**src/rtl/lapsh_pkg.sv**
```systemverilog
// Shared constants and types of the 3x3 Laplacian sharpening unit.
package lapsh_pkg;

  localparam int CHAN_W        = 8;
  localparam int PIX_W         = 3 * CHAN_W;
  localparam int CFG_IDX_W     = 1;
  localparam int CFG_DATA_W    = 11;
  localparam int HEIGHT_W      = 11;
  localparam int ROW_W         = 10;

  localparam int MAX_WIDTH_DEF = 1024;
  localparam int MAX_HEIGHT    = 1024;
  localparam int MIN_DIM       = 3;
  localparam int FRAME_WIDTH_RST  = 640;
  localparam int FRAME_HEIGHT_RST = 480;

  localparam int SHARPEN_GAIN  = 5;
  localparam logic [CHAN_W-1:0] CHAN_MAX = 8'd255;

  // register indexes
  localparam logic [CFG_IDX_W-1:0] CFG_FRAME_WIDTH  = CFG_IDX_W'(0);
  localparam logic [CFG_IDX_W-1:0] CFG_FRAME_HEIGHT = CFG_IDX_W'(1);

  // accepted item as decided by the position counters
  typedef struct packed {
    logic             valid;
    logic             pad;
    logic             emit;
    logic             border;
    logic             last;
    logic             sel_upper;
    logic [PIX_W-1:0] px;
  } lapsh_req_t;

  // one result pixel
  typedef struct packed {
    logic [CHAN_W-1:0] blue;
    logic [CHAN_W-1:0] green;
    logic [CHAN_W-1:0] red;
    logic              border;
    logic              last;
  } lapsh_res_t;

endpackage

```
**src/rtl/lapsh_pix_if.sv**
```systemverilog
// Input pixel channel: valid/ready with BGR payload and padding flag.
interface lapsh_pix_if;
  import lapsh_pkg::*;

  logic              valid;
  logic              ready;
  logic [CHAN_W-1:0] blue_in;
  logic [CHAN_W-1:0] green_in;
  logic [CHAN_W-1:0] red_in;
  logic              padding;

  modport source (output valid, blue_in, green_in, red_in, padding, input ready);
  modport sink   (input valid, blue_in, green_in, red_in, padding, output ready);
endinterface

```
**src/rtl/lapsh_ctrl.sv**
```systemverilog
// Frame position counters, configuration registers and per-item decisions.
module lapsh_ctrl #(
  parameter int MAX_WIDTH = lapsh_pkg::MAX_WIDTH_DEF
) (
  input  logic                            clk_i,
  input  logic                            rst_ni,
  input  logic                            cfg_we_i,
  input  logic [lapsh_pkg::CFG_IDX_W-1:0]  cfg_idx_i,
  input  logic [lapsh_pkg::CFG_DATA_W-1:0] cfg_data_i,
  lapsh_pix_if.sink                       pix_i,
  input  logic                            en_i,
  output lapsh_pkg::lapsh_req_t           req_o,
  output logic                            rd_en_o,
  output logic [$clog2(MAX_WIDTH)-1:0]    addr_o
);
  import lapsh_pkg::*;

  localparam int CW = $clog2(MAX_WIDTH);
  localparam int WW = $clog2(MAX_WIDTH + 1);
  localparam int PW = $clog2(MAX_WIDTH + 2);
  localparam logic [WW-1:0] WidthRst =
    (FRAME_WIDTH_RST > MAX_WIDTH) ? WW'(MAX_WIDTH) : WW'(FRAME_WIDTH_RST);
  localparam logic [HEIGHT_W-1:0] HeightRst = HEIGHT_W'(FRAME_HEIGHT_RST);

  logic [WW-1:0]       width_q, cfg_width, wm1, ocol;
  logic [HEIGHT_W-1:0] height_q, cfg_height, hm1, row_ext, orow;
  logic [CW-1:0]       col_q, col_d;
  logic [ROW_W-1:0]    row_q, row_d;
  logic [PW-1:0]       pend_q, pend_d, pad_col;
  logic                cfg_hit, accept, col_last, row_last, pend_full;
  logic                emit_pad, sel_upper;

  assign accept      = pix_i.valid && en_i;
  assign pix_i.ready = en_i;

  // saturate written dimensions to the supported range
  always_comb begin
    if (cfg_data_i < CFG_DATA_W'(MIN_DIM)) begin
      cfg_width = WW'(MIN_DIM);
    end else if (int'(cfg_data_i) > MAX_WIDTH) begin
      cfg_width = WW'(MAX_WIDTH);
    end else begin
      cfg_width = WW'(cfg_data_i);
    end
    if (cfg_data_i < CFG_DATA_W'(MIN_DIM)) begin
      cfg_height = HEIGHT_W'(MIN_DIM);
    end else if (int'(cfg_data_i) > MAX_HEIGHT) begin
      cfg_height = HEIGHT_W'(MAX_HEIGHT);
    end else begin
      cfg_height = HEIGHT_W'(cfg_data_i);
    end
    case (cfg_idx_i)
      CFG_FRAME_WIDTH, CFG_FRAME_HEIGHT: cfg_hit = cfg_we_i;
      default:                           cfg_hit = 1'b0;
    endcase
  end

  always_comb begin
    wm1       = width_q - WW'(1);
    hm1       = height_q - HEIGHT_W'(1);
    row_ext   = HEIGHT_W'(row_q);
    col_last  = (WW'(col_q) + WW'(1)) >= width_q;
    row_last  = (row_ext + HEIGHT_W'(1)) >= height_q;
    pend_full = pend_q == (PW'(width_q) + PW'(1));

    // position of the pixel whose result this item delivers
    if (col_q != '0) begin
      orow = (row_q == '0) ? hm1 : row_ext - HEIGHT_W'(1);
      ocol = WW'(col_q) - WW'(1);
    end else begin
      orow = (row_q >= ROW_W'(2)) ? row_ext - HEIGHT_W'(2)
                                  : row_ext + height_q - HEIGHT_W'(2);
      ocol = wm1;
    end

    // padding drains owed pixels only at the start of a frame
    emit_pad  = (col_q == '0) && (row_q == '0) && (pend_q != '0);
    sel_upper = pend_q > PW'(width_q);
    pad_col   = sel_upper ? PW'(wm1) : PW'(width_q) - pend_q;

    col_d  = col_q;
    row_d  = row_q;
    pend_d = pend_q;
    if (pix_i.padding) begin
      if (emit_pad) begin
        pend_d = pend_q - PW'(1);
      end
    end else begin
      col_d = col_last ? '0 : col_q + CW'(1);
      if (col_last) begin
        row_d = row_last ? '0 : row_q + ROW_W'(1);
      end
      if (!pend_full) begin
        pend_d = pend_q + PW'(1);
      end
    end

    req_o.valid     = accept;
    req_o.pad       = pix_i.padding;
    req_o.sel_upper = sel_upper;
    req_o.px        = {pix_i.red_in, pix_i.green_in, pix_i.blue_in};
    if (pix_i.padding) begin
      req_o.emit   = emit_pad;
      req_o.border = 1'b1;
      req_o.last   = pend_q == PW'(1);
    end else begin
      req_o.emit   = pend_full;
      req_o.border = (orow == '0) || (orow == hm1) || (ocol == '0) || (ocol == wm1);
      req_o.last   = (orow == hm1) && (ocol == wm1);
    end

    addr_o  = pix_i.padding ? CW'(pad_col) : col_q;
    rd_en_o = accept && (!pix_i.padding || emit_pad);
  end

  always_ff @(posedge clk_i or negedge rst_ni) begin
    if (!rst_ni) begin
      width_q  <= WidthRst;
      height_q <= HeightRst;
      col_q    <= '0;
      row_q    <= '0;
      pend_q   <= '0;
    end else if (cfg_hit) begin
      case (cfg_idx_i)
        CFG_FRAME_WIDTH:  width_q  <= cfg_width;
        CFG_FRAME_HEIGHT: height_q <= cfg_height;
        default: ;
      endcase
      col_q  <= '0;
      row_q  <= '0;
      pend_q <= '0;
    end else if (accept) begin
      col_q  <= col_d;
      row_q  <= row_d;
      pend_q <= pend_d;
    end
  end
endmodule

```
**src/flat_wrapper.sv**
```systemverilog
// flat-port wrapper written by rule: the top's interface ports become plain ports
module lapsh_ctrl_flat import lapsh_pkg::*;
#(
  parameter int MAX_WIDTH = lapsh_pkg::MAX_WIDTH_DEF
)
  (clk_i, rst_ni, cfg_we_i, cfg_idx_i, cfg_data_i, en_i, req_o, rd_en_o, addr_o, pix_i_valid, pix_i_blue_in, pix_i_green_in, pix_i_red_in, pix_i_padding, pix_i_ready);
  lapsh_pix_if pix_i_i ();
  input  logic clk_i;
  input  logic rst_ni;
  input  logic cfg_we_i;
  input  logic [lapsh_pkg::CFG_IDX_W-1:0] cfg_idx_i;
  input  logic [lapsh_pkg::CFG_DATA_W-1:0] cfg_data_i;
  input  logic en_i;
  output lapsh_pkg::lapsh_req_t req_o;
  output logic rd_en_o;
  output logic [$clog2(MAX_WIDTH)-1:0] addr_o;
  input wire logic [$bits(pix_i_i.valid)-1:0] pix_i_valid;
  input wire logic [$bits(pix_i_i.blue_in)-1:0] pix_i_blue_in;
  input wire logic [$bits(pix_i_i.green_in)-1:0] pix_i_green_in;
  input wire logic [$bits(pix_i_i.red_in)-1:0] pix_i_red_in;
  input wire logic [$bits(pix_i_i.padding)-1:0] pix_i_padding;
  output wire logic [$bits(pix_i_i.ready)-1:0] pix_i_ready;
  assign pix_i_i.valid = pix_i_valid;
  assign pix_i_i.blue_in = pix_i_blue_in;
  assign pix_i_i.green_in = pix_i_green_in;
  assign pix_i_i.red_in = pix_i_red_in;
  assign pix_i_i.padding = pix_i_padding;
  assign pix_i_ready = pix_i_i.ready;
  lapsh_ctrl #(.MAX_WIDTH(MAX_WIDTH)) u_core (.clk_i(clk_i), .rst_ni(rst_ni), .cfg_we_i(cfg_we_i), .cfg_idx_i(cfg_idx_i), .cfg_data_i(cfg_data_i), .pix_i(pix_i_i), .en_i(en_i), .req_o(req_o), .rd_en_o(rd_en_o), .addr_o(addr_o));
endmodule
```
**config.mk**
```make
export PLATFORM = sky130hd
export DESIGN_NAME = lapsh_ctrl_flat
export DESIGN_NICKNAME = d
export VERILOG_FILES = /design/src/rtl/lapsh_pkg.sv /design/src/rtl/lapsh_pix_if.sv /design/src/rtl/lapsh_ctrl.sv /design/src/flat_wrapper.sv
export SDC_FILE = /design/constraint.sdc
export NUM_CORES = 1
export LEC_CHECK = 0
export BUFFER_PORTS_ARGS = -buffer_cell sky130_fd_sc_hd__buf_2
export CORE_ASPECT_RATIO = 1.1
export CORE_MARGIN = 10
export CORE_UTILIZATION = 55
export CTS_CLUSTER_DIAMETER = 100
export DETAILED_ROUTE_END_ITERATION = 6
export PLACE_DENSITY = 0.86
export SLEW_MARGIN = 10
export SYNTH_ARGS = -nofsm -noshare
export SYNTH_HDL_FRONTEND = slang
export SYNTH_SLANG_ARGS = --single-unit
```
**constraint.sdc**
```tcl
create_clock -name clk_i -period 3.9 [get_ports clk_i]
set_input_delay 0.78 -clock clk_i [delete_from_list [all_inputs] [get_ports clk_i]]
set_output_delay 0.78 -clock clk_i [all_outputs]
set_load 0.005 [all_outputs]
```
# Word level (Yosys, flattened, before mapping)
# Index checks and enable logic that the tools add are counted.
[totals]
reg_bits = 53
latchBits = 0
mem_bits_rw = 0
rom_bits = 0
inputBits = 42
out_inout_bits = 42
word_cells = 80
memories = 0
[op_classes]
addsub = 15
n_mul = 0
div_mod_pow = 0
magnitude_cmp = 6
n_eq_ne = 7
shift = 0
mux = 23
bitwise_logic = 1
n_reduce_logical = 23
[op_table]
columns = ["cell", "n"]
rows = [
  ["$mux 11", 11],
  ["$mux 10", 11],
  ["$eq 11x11->1", 3],
  ["$sub 11x1->11 const B", 3],
  ["$add 10x1->11 const B", 2],
  ["$add 11x1->11 const B", 2],
  ["$ge 11x11->1", 2],
  ["$logic_not 11->1", 2],
  ["$sub 10x1->11 const B", 2],
  ["$add 10x1->10 const B", 2],
  ["$logic_not 10->1", 2],
  ["$add 10x11->11", 1],
  ["$eq 11x1->1 const B", 1],
  ["$gt 11x11->1", 1],
  ["$gt 11x11->1 const B", 1],
  ["$lt 11x2->1 const B", 1],
  ["$reduce_bool 11->1", 1],
  ["$sub 10x2->11 const B", 1],
  ["$sub 11x2->11 const B", 1],
  ["$ge 10x2->1 const B", 1],
  ["$reduce_bool 10->1", 1],
  ["$sub 10x10->10", 1],
  ["$reduce_and 2->1", 3],
  ["$reduce_and 3->1", 2],
  ["other kinds (9)", 17],
]

# Logic depth before layout (Yosys ltp)
[logic_depth]
depth_word = 9
mapped_depth = 15
mapped_depth_nobuf = 15

# Worst setup path after synthesis
# Ideal clock, no wire load.
[synth_path]
path_type = "flip-flop to output port"
from = "reg u_core.row_q[2]"
to = "out req_o[25] in the netlist's numbering"
t_arrival_ns = 3.253
required_ns = 3.120
slack_ns = -0.133
stages_incl_launch_ff = 13
path_buffers = 1
path_cell_list = "dfrtp_1 -> clkbuf_1 -> inv_1 -> ha_1 -> fa_1 -> nand2b_1 -> a21oi_1 -> xor2_1 -> o211ai_1 -> a32o_1 -> a2111oi_1 -> nand3_1 -> o32ai_1"
[synth_rtl]
columns = ["item", "line_no", "source"]
rows = [
  ["from (decl)", "lapsh_ctrl.sv:28", "logic [ROW_W-1:0] row_q, row_d;"],
  ["from (signal assigned)", "lapsh_ctrl.sv:134", "row_q <= row_d;"],
  ["to (decl)", "flat_wrapper.sv:14", "output lapsh_pkg::lapsh_req_t req_o;"],
]

==> key figures <==
Status
  • Status: complete, but fails checks
  • Failing checks: negative setup slack

Routing
  • DRC Markers: 0
  • Starting DRT DRC Count: 792
  • Post-Route WL: 22.2 mm
  • Antenna-violating nets left: 0
  • Via count: 7223
  • Avg Vias per Cell: 6.26
  • DR pass1 iterations: 7
  • Avg WL per Cell: 19.2 µm

Worst setup path
  • Worst reg-to-reg setup slack: 360 ps
  • Levels on crit path: 11
  • Buf/Inv on CP: 2
  • Crit path max-delay cell type: or4_4
  • Critical Path AT: 3410 ps
  • Reg-to-reg critical path startpoint: u_core.col_q[0]
  • Crit path cell chain: nor4_4 > nand2_2 > or4_4 > xnor2_4 > o22ai_1 > or3_1 > a221oi_2 > buf_4 > or3b_1 > o32ai_2 > buf_2
  • Crit path capture type: output pin
  • WS Path Type: register to output pin
  • Worst R2R End: u_core.row_q[0]
  • Worst r2r path cells: 12
  • Worst EP required: 3120 ps
  • Crit path max-delay family: simple AND/OR/NAND/NOR gates
  • CP startpoint kind: register
  • Slowest stage delay, CP: 480 ps
  • Critical path fanouts, max: 2

Floorplan
  • Die extent in y: 138 µm
  • Core ar.: 12500 µm²
  • Die W: 128 µm
  • Starting Density: 0.559
  • Die area: 17600 µm²
  • IO Pins: 84
  • Rows: 43

Logic synthesis
  • Warnings from Yosys: 0
  • Portion of netlist area occupied by mux cells: 0.0227
  • Ys flop type: dfrtp_1
  • Synth cell types: 76
  • Post-Syn Area per Cell: 7.58 µm²
  • Synthesized area: 7000 µm²
  • #FFs+latches synth: 53
  • Post-Synth XOR/XNOR Area: 0.126
  • Seq/Total Area, Yosys: 0.190
  • Post-synthesis compound-gate area fraction: 0.191
  • Largest family of logic cells by synthesized area: simple AND/OR/NAND/NOR gates
  • Async SR Flop Fraction: 1.00
  • Syn Nets: 1045
  • Syn Inst Count: 924
  • Post-synth EDFFs: 0
  • Area share of fa/ha/maj cells after synthesis: 0.143
  • Synth Area in Simple Gates: 0.228

Pwr
  • Net Sw Power: 2.29 mW
  • Sw frac: 0.480
  • Clock share of power: 0.102
  • Peak VDD IR: 0.297 mV
  • Combinational share of power: 0.755
  • Total power: 4.77 mW
  • Seq pwr share: 0.143
  • Power Density: 580 nW/µm²
  • Leakage: 3.68 nW
  • Power Internal: 2.48 mW

CTS
  • Root buf cell: clkbuf_16
  • Post-CTS Hold Buffers: 0
  • Clk sinks: 53
  • CTS H-tree depth: 2
  • Worst-Skew Late Latency: 310 ps
  • CTS Buf Count: 5
  • Maximum root-to-sink buffer count: 2
  • CTS tree: yes
  • CTS clk-pin slew, worst paths: 80 ps

STA
  • Final critical-path share of the clock period: 1.07
  • Tightest Pin Transition: 702 ps
  • Final hold vios: 0
  • Final setup violation count: 3
  • Rel. slew slack: 0.520
  • PnR worst setup slack: -292 ps
  • Crit path time final: 4190 ps
  • Max Slew Vio Count: 0
  • Max Clk Rate: 239 MHz
  • WHS: 441 ps
  • Skew final: 5.86 ps
  • RSZ-0062 raised after global routing: yes

Global route
  • Initial antenna violation count: 0
  • Total gr overflow: 0
  • Largest net degree at the start of global routing: 35
  • Vias in the first global route: 6870
  • First-pass GRT wire length: 34.8 mm
  • GRT Util Overall: 0.235

Place
  • IO Port Bufs: 35
  • HPWL after detailed placement: 16.8 mm
  • Setup WS pre-CTS: -185 ps
  • Placer Congestion: 0.986
  • Placed instance count: 1139

Cells and area
  • Layout cells sized above 1: 0.230
  • Fill count: 1013
  • Cell Count, Final, Fillers Out: 1153
  • Commonest non-fill, non-tap cell in the layout: buf_4
  • Nets: 1116
  • Core Util, Final: 0.656
  • Area delta synth->final: 17.5%
  • N_diodes: 0
  • Commonest non-fill, non-tap cells in the layout: buf_4, nand2_1, xnor2_1

Worst hold path
  • Worst min path class: primary input to asynchronous set/reset pin

Run
  • Max cap viols: 0
==> cell usage after synthesis (all sizes together), types with 9 or more instances <==
library cell	n	share of area
nor3	31	0.023
nor2	67	0.036
xor2	22	0.028
dfrtp	47	0.17
nand4	17	0.015
a21oi	39	0.028
nor4	14	0.016
nand3	32	0.023
clkbuf	39	0.021
ha	77	0.14
nand2b	20	0.018
or3	9	0.0080
a211oi	12	0.013
and3	12	0.011
xnor2	78	0.099
nand2	91	0.049
o21ai	62	0.044
buf	39	0.038
inv	69	0.037
==> final cells by class <==
type / count / area, µm² / share of cell area
repair buffers: 142 / 991 / 0.120
flip-flops and latches: 53 / 1340 / 0.163
clock inverters: 3 / 28.8 / 0.00350
well taps: 157 / 196 / 0.0239
multi-input cells: 720 / 5270 / 0.641
inverters: 73 / 277 / 0.0336
clock buffers: 5 / 125 / 0.0152
==> sequential cells by signal, summed over array words and instances, names as in the netlist <==
signal,flops
u_core.height_q,11
u_core.pend_q,11
u_core.width_q,11
u_core.col_q,10
u_core.row_q,10
==> cells by family after synthesis <==
kind of cell / count (synthesis)
AO/OA/AOI/OAI: 205
XOR/XNOR: 100
adder cells (fa/ha/maj): 79
buffers and inverters: 151
flip-flops: 53
multiplexers: 15
AND/OR/NAND/NOR: 321
==> metrics by stage <==
step	TNS, ps	area, µm²
3_5_place_dp	-247	7730
3_3_place_gp	-170	7730
4_1_cts	-492	8040
5_1_grt	-1230	8230
6_report	-572	8230
2_1_floorplan	0	7000
==> routing by layer <==
metal  up-vias  share of wire  GRT usage  routed length (µm)
met1      3373           0.41      0.309                9090
met4         0          0.046      0.106                1030
li1       3370              -          -                   -
met5         -              0          0                   0
met2       389           0.46      0.369               10100
met3        91          0.086     0.0367                1900
==> power by group through the flow <==
stage                     clock [mW]  sequential [mW]  combinational [mW]
after floorplan                    0            0.685                2.15
after global placement             0            0.684                3.15
after detailed placement           0            0.687                3.19
after CTS                      0.489            0.676                3.37
after global routing           0.505            0.690                3.90
final                          0.486            0.682                3.60
==> how the worst max path moves through the flow <==
stage / from / endpoint / slack, ps
final: u_core.width_q[4] / req_o[25] / -290
after global routing: u_core.row_q[1] / req_o[26] / -480
after CTS: u_core.height_q[1] / req_o[25] / -260
after detailed placement: u_core.height_q[1] / req_o[25] / -180
after global placement: u_core.row_q[1] / req_o[25] / -130
after floorplan: u_core.row_q[1] / req_o[25] / 0.8
==> what timing repair did <==
action	4_1_cts	5_1_grt
cloned	0	0
pin swaps	9	6
endpoints found under the setup margin	12	12
endpoints found under the hold margin	0	0
setup buffers	4	2
gates resized for setup	30	42
Note: power is estimated with default switching activity, not from simulation.
