==> src/rtl/lapsh_pkg.sv <==
// Shared constants and types of the 3x3 Laplacian sharpening unit.
package lapsh_pkg;

  localparam int CHAN_W        = 8;
  localparam int PIX_W         = 3 * CHAN_W;
  localparam int CFG_IDX_W     = 1;
  localparam int CFG_DATA_W    = 11;
  localparam int HEIGHT_W      = 11;
  localparam int ROW_W         = 10;

  localparam int MAX_WIDTH_DEF = 1024;
  localparam int MAX_HEIGHT    = 1024;
  localparam int MIN_DIM       = 3;
  localparam int FRAME_WIDTH_RST  = 640;
  localparam int FRAME_HEIGHT_RST = 480;

  localparam int SHARPEN_GAIN  = 5;
  localparam logic [CHAN_W-1:0] CHAN_MAX = 8'd255;

  // register indexes
  localparam logic [CFG_IDX_W-1:0] CFG_FRAME_WIDTH  = CFG_IDX_W'(0);
  localparam logic [CFG_IDX_W-1:0] CFG_FRAME_HEIGHT = CFG_IDX_W'(1);

  // accepted item as decided by the position counters
  typedef struct packed {
    logic             valid;
    logic             pad;
    logic             emit;
    logic             border;
    logic             last;
    logic             sel_upper;
    logic [PIX_W-1:0] px;
  } lapsh_req_t;

  // one result pixel
  typedef struct packed {
    logic [CHAN_W-1:0] blue;
    logic [CHAN_W-1:0] green;
    logic [CHAN_W-1:0] red;
    logic              border;
    logic              last;
  } lapsh_res_t;

endpackage

==> src/rtl/lapsh_res_if.sv <==
// Result pixel channel: valid/ready with BGR payload and position flags.
interface lapsh_res_if;
  import lapsh_pkg::*;

  logic              valid;
  logic              ready;
  logic [CHAN_W-1:0] blue_out;
  logic [CHAN_W-1:0] green_out;
  logic [CHAN_W-1:0] red_out;
  logic              is_border;
  logic              frame_end;

  modport source (output valid, blue_out, green_out, red_out, is_border, frame_end,
                  input ready);
  modport sink   (input valid, blue_out, green_out, red_out, is_border, frame_end,
                  output ready);
endinterface

==> src/rtl/lapsh_datapath.sv <==
// Read-data stage: line store write-back, window, sharpening and output skid.
module lapsh_datapath #(
  parameter int MAX_WIDTH = lapsh_pkg::MAX_WIDTH_DEF
) (
  input  logic                          clk_i,
  input  logic                          rst_ni,
  input  lapsh_pkg::lapsh_req_t         req_i,
  input  logic [$clog2(MAX_WIDTH)-1:0]  addr_i,
  input  logic [lapsh_pkg::PIX_W-1:0]   up_rdata_i,
  input  logic [lapsh_pkg::PIX_W-1:0]   mid_rdata_i,
  output logic                          wr_en_o,
  output logic [$clog2(MAX_WIDTH)-1:0]  waddr_o,
  output logic [lapsh_pkg::PIX_W-1:0]   up_wdata_o,
  output logic [lapsh_pkg::PIX_W-1:0]   mid_wdata_o,
  output logic                          en_o,
  lapsh_res_if.source                   res_o
);
  import lapsh_pkg::*;

  localparam int CW = $clog2(MAX_WIDTH);

  function automatic logic [CHAN_W-1:0] sharpen_chan(
    input logic [CHAN_W-1:0] ctr,
    input logic [CHAN_W-1:0] n0,
    input logic [CHAN_W-1:0] n1,
    input logic [CHAN_W-1:0] n2,
    input logic [CHAN_W-1:0] n3
  );
    logic [CHAN_W+3:0] v;
    v = (CHAN_W+4)'(ctr) * (CHAN_W+4)'(SHARPEN_GAIN) - (CHAN_W+4)'(n0)
      - (CHAN_W+4)'(n1) - (CHAN_W+4)'(n2) - (CHAN_W+4)'(n3);
    if (v[CHAN_W+3]) begin
      return '0;
    end else if (v > (CHAN_W+4)'(CHAN_MAX)) begin
      return CHAN_MAX;
    end else begin
      return v[CHAN_W-1:0];
    end
  endfunction

  lapsh_req_t       req_b_q;
  logic             vld_b_q, fwd_q;
  logic [CW-1:0]    addr_b_q;
  logic [PIX_W-1:0] fwd_up_q, fwd_mid_q, up_eff, mid_eff, res_px, sharp_px;
  logic [PIX_W-1:0] win_q [3][2];   // [row][0] older column, [row][1] newest
  lapsh_res_t       new_res, out_q, skid_q;
  logic             out_vld_q, skid_vld_q, new_vld, en;

  assign en      = !skid_vld_q;
  assign en_o    = en;
  assign up_eff  = fwd_q ? fwd_up_q  : up_rdata_i;
  assign mid_eff = fwd_q ? fwd_mid_q : mid_rdata_i;

  assign wr_en_o     = en && vld_b_q && !req_b_q.pad;
  assign waddr_o     = addr_b_q;
  assign up_wdata_o  = mid_eff;
  assign mid_wdata_o = req_b_q.px;

  always_comb begin
    for (int i = 0; i < 3; i++) begin
      sharp_px[i*CHAN_W +: CHAN_W] = sharpen_chan(
        win_q[1][1][i*CHAN_W +: CHAN_W], win_q[0][1][i*CHAN_W +: CHAN_W],
        win_q[2][1][i*CHAN_W +: CHAN_W], win_q[1][0][i*CHAN_W +: CHAN_W],
        mid_eff[i*CHAN_W +: CHAN_W]);
    end
    if (req_b_q.pad) begin
      res_px = req_b_q.sel_upper ? up_eff : mid_eff;
    end else begin
      res_px = req_b_q.border ? win_q[1][1] : sharp_px;
    end
    new_res.blue   = res_px[0*CHAN_W +: CHAN_W];
    new_res.green  = res_px[1*CHAN_W +: CHAN_W];
    new_res.red    = res_px[2*CHAN_W +: CHAN_W];
    new_res.border = req_b_q.border;
    new_res.last   = req_b_q.last;
    new_vld        = en && vld_b_q && req_b_q.emit;
  end

  // stage registers; forward the write-back when the new item reads the same entry
  always_ff @(posedge clk_i or negedge rst_ni) begin
    if (!rst_ni) begin
      vld_b_q <= 1'b0;
      fwd_q   <= 1'b0;
    end else if (en) begin
      vld_b_q <= req_i.valid;
      fwd_q   <= req_i.valid && wr_en_o && (addr_b_q == addr_i);
    end
  end

  always_ff @(posedge clk_i) begin
    if (en && req_i.valid) begin
      req_b_q   <= req_i;
      addr_b_q  <= addr_i;
      fwd_up_q  <= mid_eff;
      fwd_mid_q <= req_b_q.px;
    end
  end

  always_ff @(posedge clk_i or negedge rst_ni) begin
    if (!rst_ni) begin
      for (int i = 0; i < 3; i++) begin
        win_q[i][0] <= '0;
        win_q[i][1] <= '0;
      end
    end else if (wr_en_o) begin
      for (int i = 0; i < 3; i++) begin
        win_q[i][0] <= win_q[i][1];
      end
      win_q[0][1] <= up_eff;
      win_q[1][1] <= mid_eff;
      win_q[2][1] <= req_b_q.px;
    end
  end

  // output register plus skid entry
  always_ff @(posedge clk_i or negedge rst_ni) begin
    if (!rst_ni) begin
      out_vld_q  <= 1'b0;
      skid_vld_q <= 1'b0;
    end else if (skid_vld_q) begin
      if (res_o.ready) begin
        skid_vld_q <= 1'b0;
      end
    end else if (new_vld) begin
      if (out_vld_q && !res_o.ready) begin
        skid_vld_q <= 1'b1;
      end else begin
        out_vld_q <= 1'b1;
      end
    end else if (res_o.ready) begin
      out_vld_q <= 1'b0;
    end
  end

  always_ff @(posedge clk_i) begin
    if (skid_vld_q) begin
      if (res_o.ready) begin
        out_q <= skid_q;
      end
    end else if (new_vld) begin
      if (out_vld_q && !res_o.ready) begin
        skid_q <= new_res;
      end else begin
        out_q <= new_res;
      end
    end
  end

  assign res_o.valid     = out_vld_q;
  assign res_o.blue_out  = out_q.blue;
  assign res_o.green_out = out_q.green;
  assign res_o.red_out   = out_q.red;
  assign res_o.is_border = out_q.border;
  assign res_o.frame_end = out_q.last;
endmodule

==> src/flat_wrapper.sv <==
// flat-port wrapper written by rule: the top's interface ports become plain ports
module lapsh_datapath_flat import lapsh_pkg::*;
#(
  parameter int MAX_WIDTH = lapsh_pkg::MAX_WIDTH_DEF
)
  (clk_i, rst_ni, req_i, addr_i, up_rdata_i, mid_rdata_i, wr_en_o, waddr_o, up_wdata_o, mid_wdata_o, en_o, res_o_valid, res_o_blue_out, res_o_green_out, res_o_red_out, res_o_is_border, res_o_frame_end, res_o_ready);
  lapsh_res_if res_o_i ();
  input  logic clk_i;
  input  logic rst_ni;
  input  lapsh_pkg::lapsh_req_t req_i;
  input  logic [$clog2(MAX_WIDTH)-1:0] addr_i;
  input  logic [lapsh_pkg::PIX_W-1:0] up_rdata_i;
  input  logic [lapsh_pkg::PIX_W-1:0] mid_rdata_i;
  output logic wr_en_o;
  output logic [$clog2(MAX_WIDTH)-1:0] waddr_o;
  output logic [lapsh_pkg::PIX_W-1:0] up_wdata_o;
  output logic [lapsh_pkg::PIX_W-1:0] mid_wdata_o;
  output logic en_o;
  output wire logic [$bits(res_o_i.valid)-1:0] res_o_valid;
  output wire logic [$bits(res_o_i.blue_out)-1:0] res_o_blue_out;
  output wire logic [$bits(res_o_i.green_out)-1:0] res_o_green_out;
  output wire logic [$bits(res_o_i.red_out)-1:0] res_o_red_out;
  output wire logic [$bits(res_o_i.is_border)-1:0] res_o_is_border;
  output wire logic [$bits(res_o_i.frame_end)-1:0] res_o_frame_end;
  input wire logic [$bits(res_o_i.ready)-1:0] res_o_ready;
  assign res_o_valid = res_o_i.valid;
  assign res_o_blue_out = res_o_i.blue_out;
  assign res_o_green_out = res_o_i.green_out;
  assign res_o_red_out = res_o_i.red_out;
  assign res_o_is_border = res_o_i.is_border;
  assign res_o_frame_end = res_o_i.frame_end;
  assign res_o_i.ready = res_o_ready;
  lapsh_datapath #(.MAX_WIDTH(MAX_WIDTH)) u_core (.clk_i(clk_i), .rst_ni(rst_ni), .req_i(req_i), .addr_i(addr_i), .up_rdata_i(up_rdata_i), .mid_rdata_i(mid_rdata_i), .wr_en_o(wr_en_o), .waddr_o(waddr_o), .up_wdata_o(up_wdata_o), .mid_wdata_o(mid_wdata_o), .en_o(en_o), .res_o(res_o_i));
endmodule
==> config.mk <==
export PLATFORM = sky130hd
export DESIGN_NAME = lapsh_datapath_flat
export DESIGN_NICKNAME = d
export VERILOG_FILES = /design/src/rtl/lapsh_pkg.sv /design/src/rtl/lapsh_res_if.sv /design/src/rtl/lapsh_datapath.sv /design/src/flat_wrapper.sv
export SDC_FILE = /design/constraint.sdc
export NUM_CORES = 1
export LEC_CHECK = 0
export BUFFER_PORTS_ARGS = -buffer_cell sky130_fd_sc_hd__buf_2
export CAP_MARGIN = 10
export CELL_PAD_IN_SITES_DETAIL_PLACEMENT = 1
export CELL_PAD_IN_SITES_GLOBAL_PLACEMENT = 1
export CORE_MARGIN = 2
export CORE_UTILIZATION = 52
export CTS_BUF_LIST = sky130_fd_sc_hd__clkbuf_8
export CTS_CLUSTER_DIAMETER = 120
export DETAILED_ROUTE_END_ITERATION = 7
export PLACE_DENSITY_LB_ADDON = 0.1
export RECOVER_POWER = 100
export SLEW_MARGIN = 20
export SYNTH_ARGS = -nofsm -noshare
export SYNTH_HDL_FRONTEND = slang
export SYNTH_SLANG_ARGS = --single-unit
==> constraint.sdc <==
create_clock -name clk_i -period 15.2 [get_ports clk_i]
set_clock_uncertainty 0.2 [all_clocks]
set_input_delay 2.28 -clock clk_i [delete_from_list [all_inputs] [get_ports clk_i]]
set_output_delay 2.28 -clock clk_i [all_outputs]
set_load 0.02 [all_outputs]
# Yosys cells after proc, flatten, opt, wreduce, memory -nomap -nowiden
# Cells that the tools add are included.
[totals] register_bits=239 word_cells=87
[op_classes] add_sub_neg=12 mul=3 magnitude_cmp=3 n_eq_ne=4 muxes=22 n_bitwise=1 reduce_logical=15
[ops] operator="24-bit 2-to-1 mux" n=5
[ops] operator="12-bit by 8-bit subtractor with 12-bit output" n=9
[ops] operator="26-bit 2-to-1 mux" n=4
[ops] operator="8-bit 2-to-1 mux" n=6
[ops] operator="12-bit by 8-bit greater-than comparator with 1-bit output, second input constant" n=3
[ops] operator="11-bit by 8-bit subtractor with 12-bit output" n=3
[ops] operator="8-bit by 3-bit multiplier with 11-bit output, second input constant" n=3
[ops] operator="10-bit equality test" n=1
[ops] operator="3-bit AND reduction" n=3
[ops] operator="1-bit logical AND" n=7
[ops] operator="1-bit 2-to-1 mux" n=7
[ops] operator="2-bit != test, second input constant" n=2
[ops] operator="2-bit nonzero test" n=2
[ops] operator="1-bit logical NOT" n=3
[ops] operator="2-bit by 1-bit != test with 1-bit output, second input constant" n=1
[ops] operator="1-bit inverter" n=1

# Longest topological paths before layout
[logic_depth] ltp_word=13 depth_mapped=22 depth_no_buf=18

# Worst setup path before layout
# No wires, ideal clock.
[synth_timing] kind="input to register" from="input port req_i[29] (netlist bit)" to="register u_core.fwd_q" setup_time_ns=0.066 arrival_ns=6.763 slack_ns=8.171 stages=4 cell_sequence="nor2b_1 -> nand3_1 -> nor3_1 -> a22o_1"
[synth_via] elab_chain_len=2
[synth_lines] item="start, declared" line_no="flat_wrapper.sv:10" rtl="input lapsh_pkg::lapsh_req_t req_i;"
[synth_lines] item="1-bit logical AND (2 in series)" line_no="lapsh_datapath.sv:86" rtl="fwd_q <= req_i.valid && wr_en_o && (addr_b_q == addr_i);"
[synth_lines] item="end signal, assigned" line_no="lapsh_datapath.sv:86"
[synth_lines] item="end, declared" line_no="lapsh_datapath.sv:42" rtl="logic vld_b_q, fwd_q;"
# No other way between the ends.
# A chain may end at the register's enable or synchronous reset.

# Final worst setup path
[layout_timing] from="register u_core.skid_vld_q" to="register u_core.win_q[86] (netlist bit)"
[layout_via] elab_chain_len=3
[layout_lines] item="start, declared" line_no="lapsh_datapath.sv:47" rtl="logic out_vld_q, skid_vld_q, new_vld, en;"
[layout_lines] item="start signal, assigned" line_no="lapsh_datapath.sv:119" rtl="skid_vld_q <= 1'b0;"
[layout_lines] item="start signal, assigned" line_no="lapsh_datapath.sv:122" rtl="skid_vld_q <= 1'b0;"
[layout_lines] item="start signal, assigned" line_no="lapsh_datapath.sv:126" rtl="skid_vld_q <= 1'b1;"
[layout_lines] item="1-bit logical NOT" line_no="lapsh_datapath.sv:49" rtl="assign en = !skid_vld_q;"
[layout_lines] item="1-bit logical AND (2 in series)" line_no="lapsh_datapath.sv:54" rtl="assign wr_en_o = en && vld_b_q && !req_b_q.pad;"
[layout_lines] item="end signal, assigned by index" line_no="lapsh_datapath.sv:107" rtl="win_q[i][0] <= win_q[i][1];"
[layout_lines] item="end, declared" line_no="lapsh_datapath.sv:45" rtl="logic [PIX_W-1:0] win_q [3][2];"
# No other way between the ends.

==> reports/metrics.yaml <==
period_needed_ns: 7.61
hold_depth: 0
dpl.hpwl_um: 27700
antenna_found_initial: 1
die_area_mm2: 0.0297
synth_top_family_by_area: "adder cells"
ys_top_cells_by_area: "edfxtp_1 28%, dfrtp_1 17%, fa_1 12%"
arrival_ns: 7.70
critical_path.startpoint_type: "register"
synth_fa_ha_area_share_pct: 18.1
io_buffers: 177
clkLatencyLatePin_ns: 0.56
start_util_pct: 53.0
gr-total-overflow: 0
grtUsageTotal_pct: 26.3
grt_pass1_vias: 11200
routed_via_density: 5.52
cts_max_level: 2
synth_simple_gate_area_share_pct: 6.17
post_cts_resized: 0
grt_pass1_wl_um: 59700
whs_ns: 0.248
yosysWarningCount: 0
ant_nets: 0
hold_buffers: 0
hp-start: "u_core.new_res[0]$_DFFE_PP_"
finalSetupTns_ns: 0
core_mm2: 0.0279
setup.worst_path.end_class: "register"
synthCells: 1302
tightest_slew_ns: 3.05
netlist-cell-type-count: 66
hold-path-endpoint: "u_core.skid_q[0]$_DFFE_PP_"
cts_buffers: 44
cts_setup_buffers: 0
synth-compound-area-share_pct: 12.6
crit_fanout: 70
synth.net_count: 1552
clkSlewWorstSetupHoldPaths_ns: 0.06
period_share_pct: 50.0
hold_class: "reg2reg"
ys_seq_area_share_pct: 45.3
r2r_start: "u_core.skid_vld_q$_DFF_PN0_"
failed_checks: "max-capacitance violations, max-slew violations"
synth.most_common_cell: "inv_1"
rows: 61
wl_per_cell_um: 20.3
reg2reg_to: "u_core.win_q[86]$_DFFE_PN0P_"
area_delta_synth_final_pct: 10.8
ioPinCount: 178
ff_latch_area_mm2: 0.00668
r2r_cells: 6
via_count: 10300
routed_wl_um: 37900
cts_tree: "done"
dr.first_iter.drc_count: 609
num_antenna_cells: 0
slew_headroom_pct: -103
drive_above_1_share_pct: 11.7
rsz0062_at_grt: "false"
num-nets-final: 1708
cts_sinks: 239
avgSynthCellArea_um2: 11.3
syn_area_mm2: 0.0148
die-height_um: 172
fillers: 3058
synth_common_cells: "213 x inv_1, 139 x edfxtp_1, 100 x dfrtp_1"
synth_top_area_share_pct: 28.3
r2r_slack_ns: 7.59
outcome: "finished, violations left"
postSynth.asyncResetShare_pct: 41.8
route.detailed.drc: 0
worstPathRequired_ns: 15.29
grt_max_degree: 71
synth_xor_area_share_pct: 1.66
gp_congestion: 0.820
fmax_mhz: 131
synth-edff-count: 139
synthMuxAreaShare_pct: 7.76
ys.flop_type: "edfxtp_1"
synth_area_leader_cell: "edfxtp_1"
maxSlewViolCount: 479
final_util_pct: 58.7
clockBufferDepth: 3
hold_viol: 0
ys_seq_elements: 239
dr.pass1.iters: 5
finalSetupViolCount: 0
criticalPathCategory: "reg2reg"
maxCapViolations: 10
cts_root_buf: "clkbuf_8"
die_w_um: 172
multi_input_area_mm2: 0.00679
-- cell type report --
class | instances | area share (%)
repair buffers | 189 | 4.91
well taps | 378 | 2.89
clock buffers | 48 | 4.04
inverters | 215 | 4.94
flip-flops and latches | 239 | 40.9
multi-input cells | 769 | 41.5
clock inverters | 32 | 0.811
-- state kept, by name, summed over array words and instances, names as in the netlist, 2 cells and up --
| name | flops |
|---|---|
| u_core.win_q | 96 |
| u_core.skid_q | 26 |
| u_core.fwd_mid_q | 24 |
| u_core.fwd_up_q | 24 |
| u_core.mid_wdata_o | 24 |
| u_core.waddr_o | 10 |
| u_core.res_o.blue_out | 8 |
| u_core.res_o.green_out | 8 |
| u_core.res_o.red_out | 8 |
| u_core.req_b_q | 3 |
| u_core.new_res | 2 |
-- cells by family (layout without fill, tap and decap cells) --
family | Yosys count | after routing
multiplexers | 91 | 91
flip-flops | 239 | 239
buffers and inverters | 294 | 484
XOR/XNOR | 28 | 28
adder cells (fa/ha/maj) | 159 | 159
AO/OA/AOI/OAI | 295 | 295
AND/OR/NAND/NOR | 196 | 196
-- worst max-delay path: stages, from the launching register on --
cell and delay [ns]:
dfrtp_1 0.36, clkbuf_1 0.71, nor2_1 0.97, and2_0 0.52
clkbuf_1 2.16, clkbuf_1 2.04, o21ai_0 0.35
-- worst max path at each step --
stage | startpoint | to | slack, ns | cells after the start
2_1_floorplan | req_i[29] | u_core.fwd_q$_DFFE_PN0N_ | 8.17 | 4
3_3_place_gp | mid_rdata_i[13] | u_core.res_o.green_out[7]$_DFFE_PP_ | 8.03 | 15
3_5_place_dp | mid_rdata_i[13] | u_core.res_o.green_out[6]$_DFFE_PP_ | 7.99 | 15
4_1_cts | mid_rdata_i[3] | u_core.skid_q[21]$_DFFE_PP_ | 8.56 | 15
5_1_grt | rst_ni | u_core.fwd_q$_DFFE_PN0N_ | 6.79 | 2
6_report | u_core.skid_vld_q$_DFF_PN0_ | u_core.win_q[86]$_DFFE_PN0P_ | 7.59 | 6
-- cells in the final DEF, fill, tap and decap left out, drive strengths merged, types with 13 or more instances in the layout --
| master | instances |
|---|---|
| inv | 239 |
| clkbuf | 169 |
| edfxtp | 139 |
| dfrtp | 100 |
| fa | 90 |
| o21ai | 88 |
| a21oi | 85 |
| nand2 | 80 |
| ha | 69 |
| nor2 | 69 |
| buf | 68 |
| mux2i | 51 |
| mux2 | 24 |
| a211oi | 19 |
| o22ai | 19 |
| mux4 | 16 |
| xnor2 | 15 |
| a41oi | 15 |
| xor2 | 13 |
-- through the flow --
step	instance area (um2)	worst slack (ns)	instances
2_1_floorplan	14800	8.17	1302
3_3_place_gp	15800	8.03	1790
3_5_place_dp	15800	7.99	1790
4_1_cts	16600	8.56	1870
5_1_grt	16300	6.79	1870
6_report	16300	7.59	1870
-- layer usage --
layer / vias up / wire length, um / track usage, %
met4: 2 / 1080 / 8.55
met1: 5229 / 16400 / 34.9
li1: 4774 / - / -
met5: - / 13 / 0
met3: 66 / 1950 / 4.67
met2: 254 / 18500 / 44.1
Power is not shown: default switching activity piles up to over one toggle a cycle in this logic, so the estimate is an artifact.
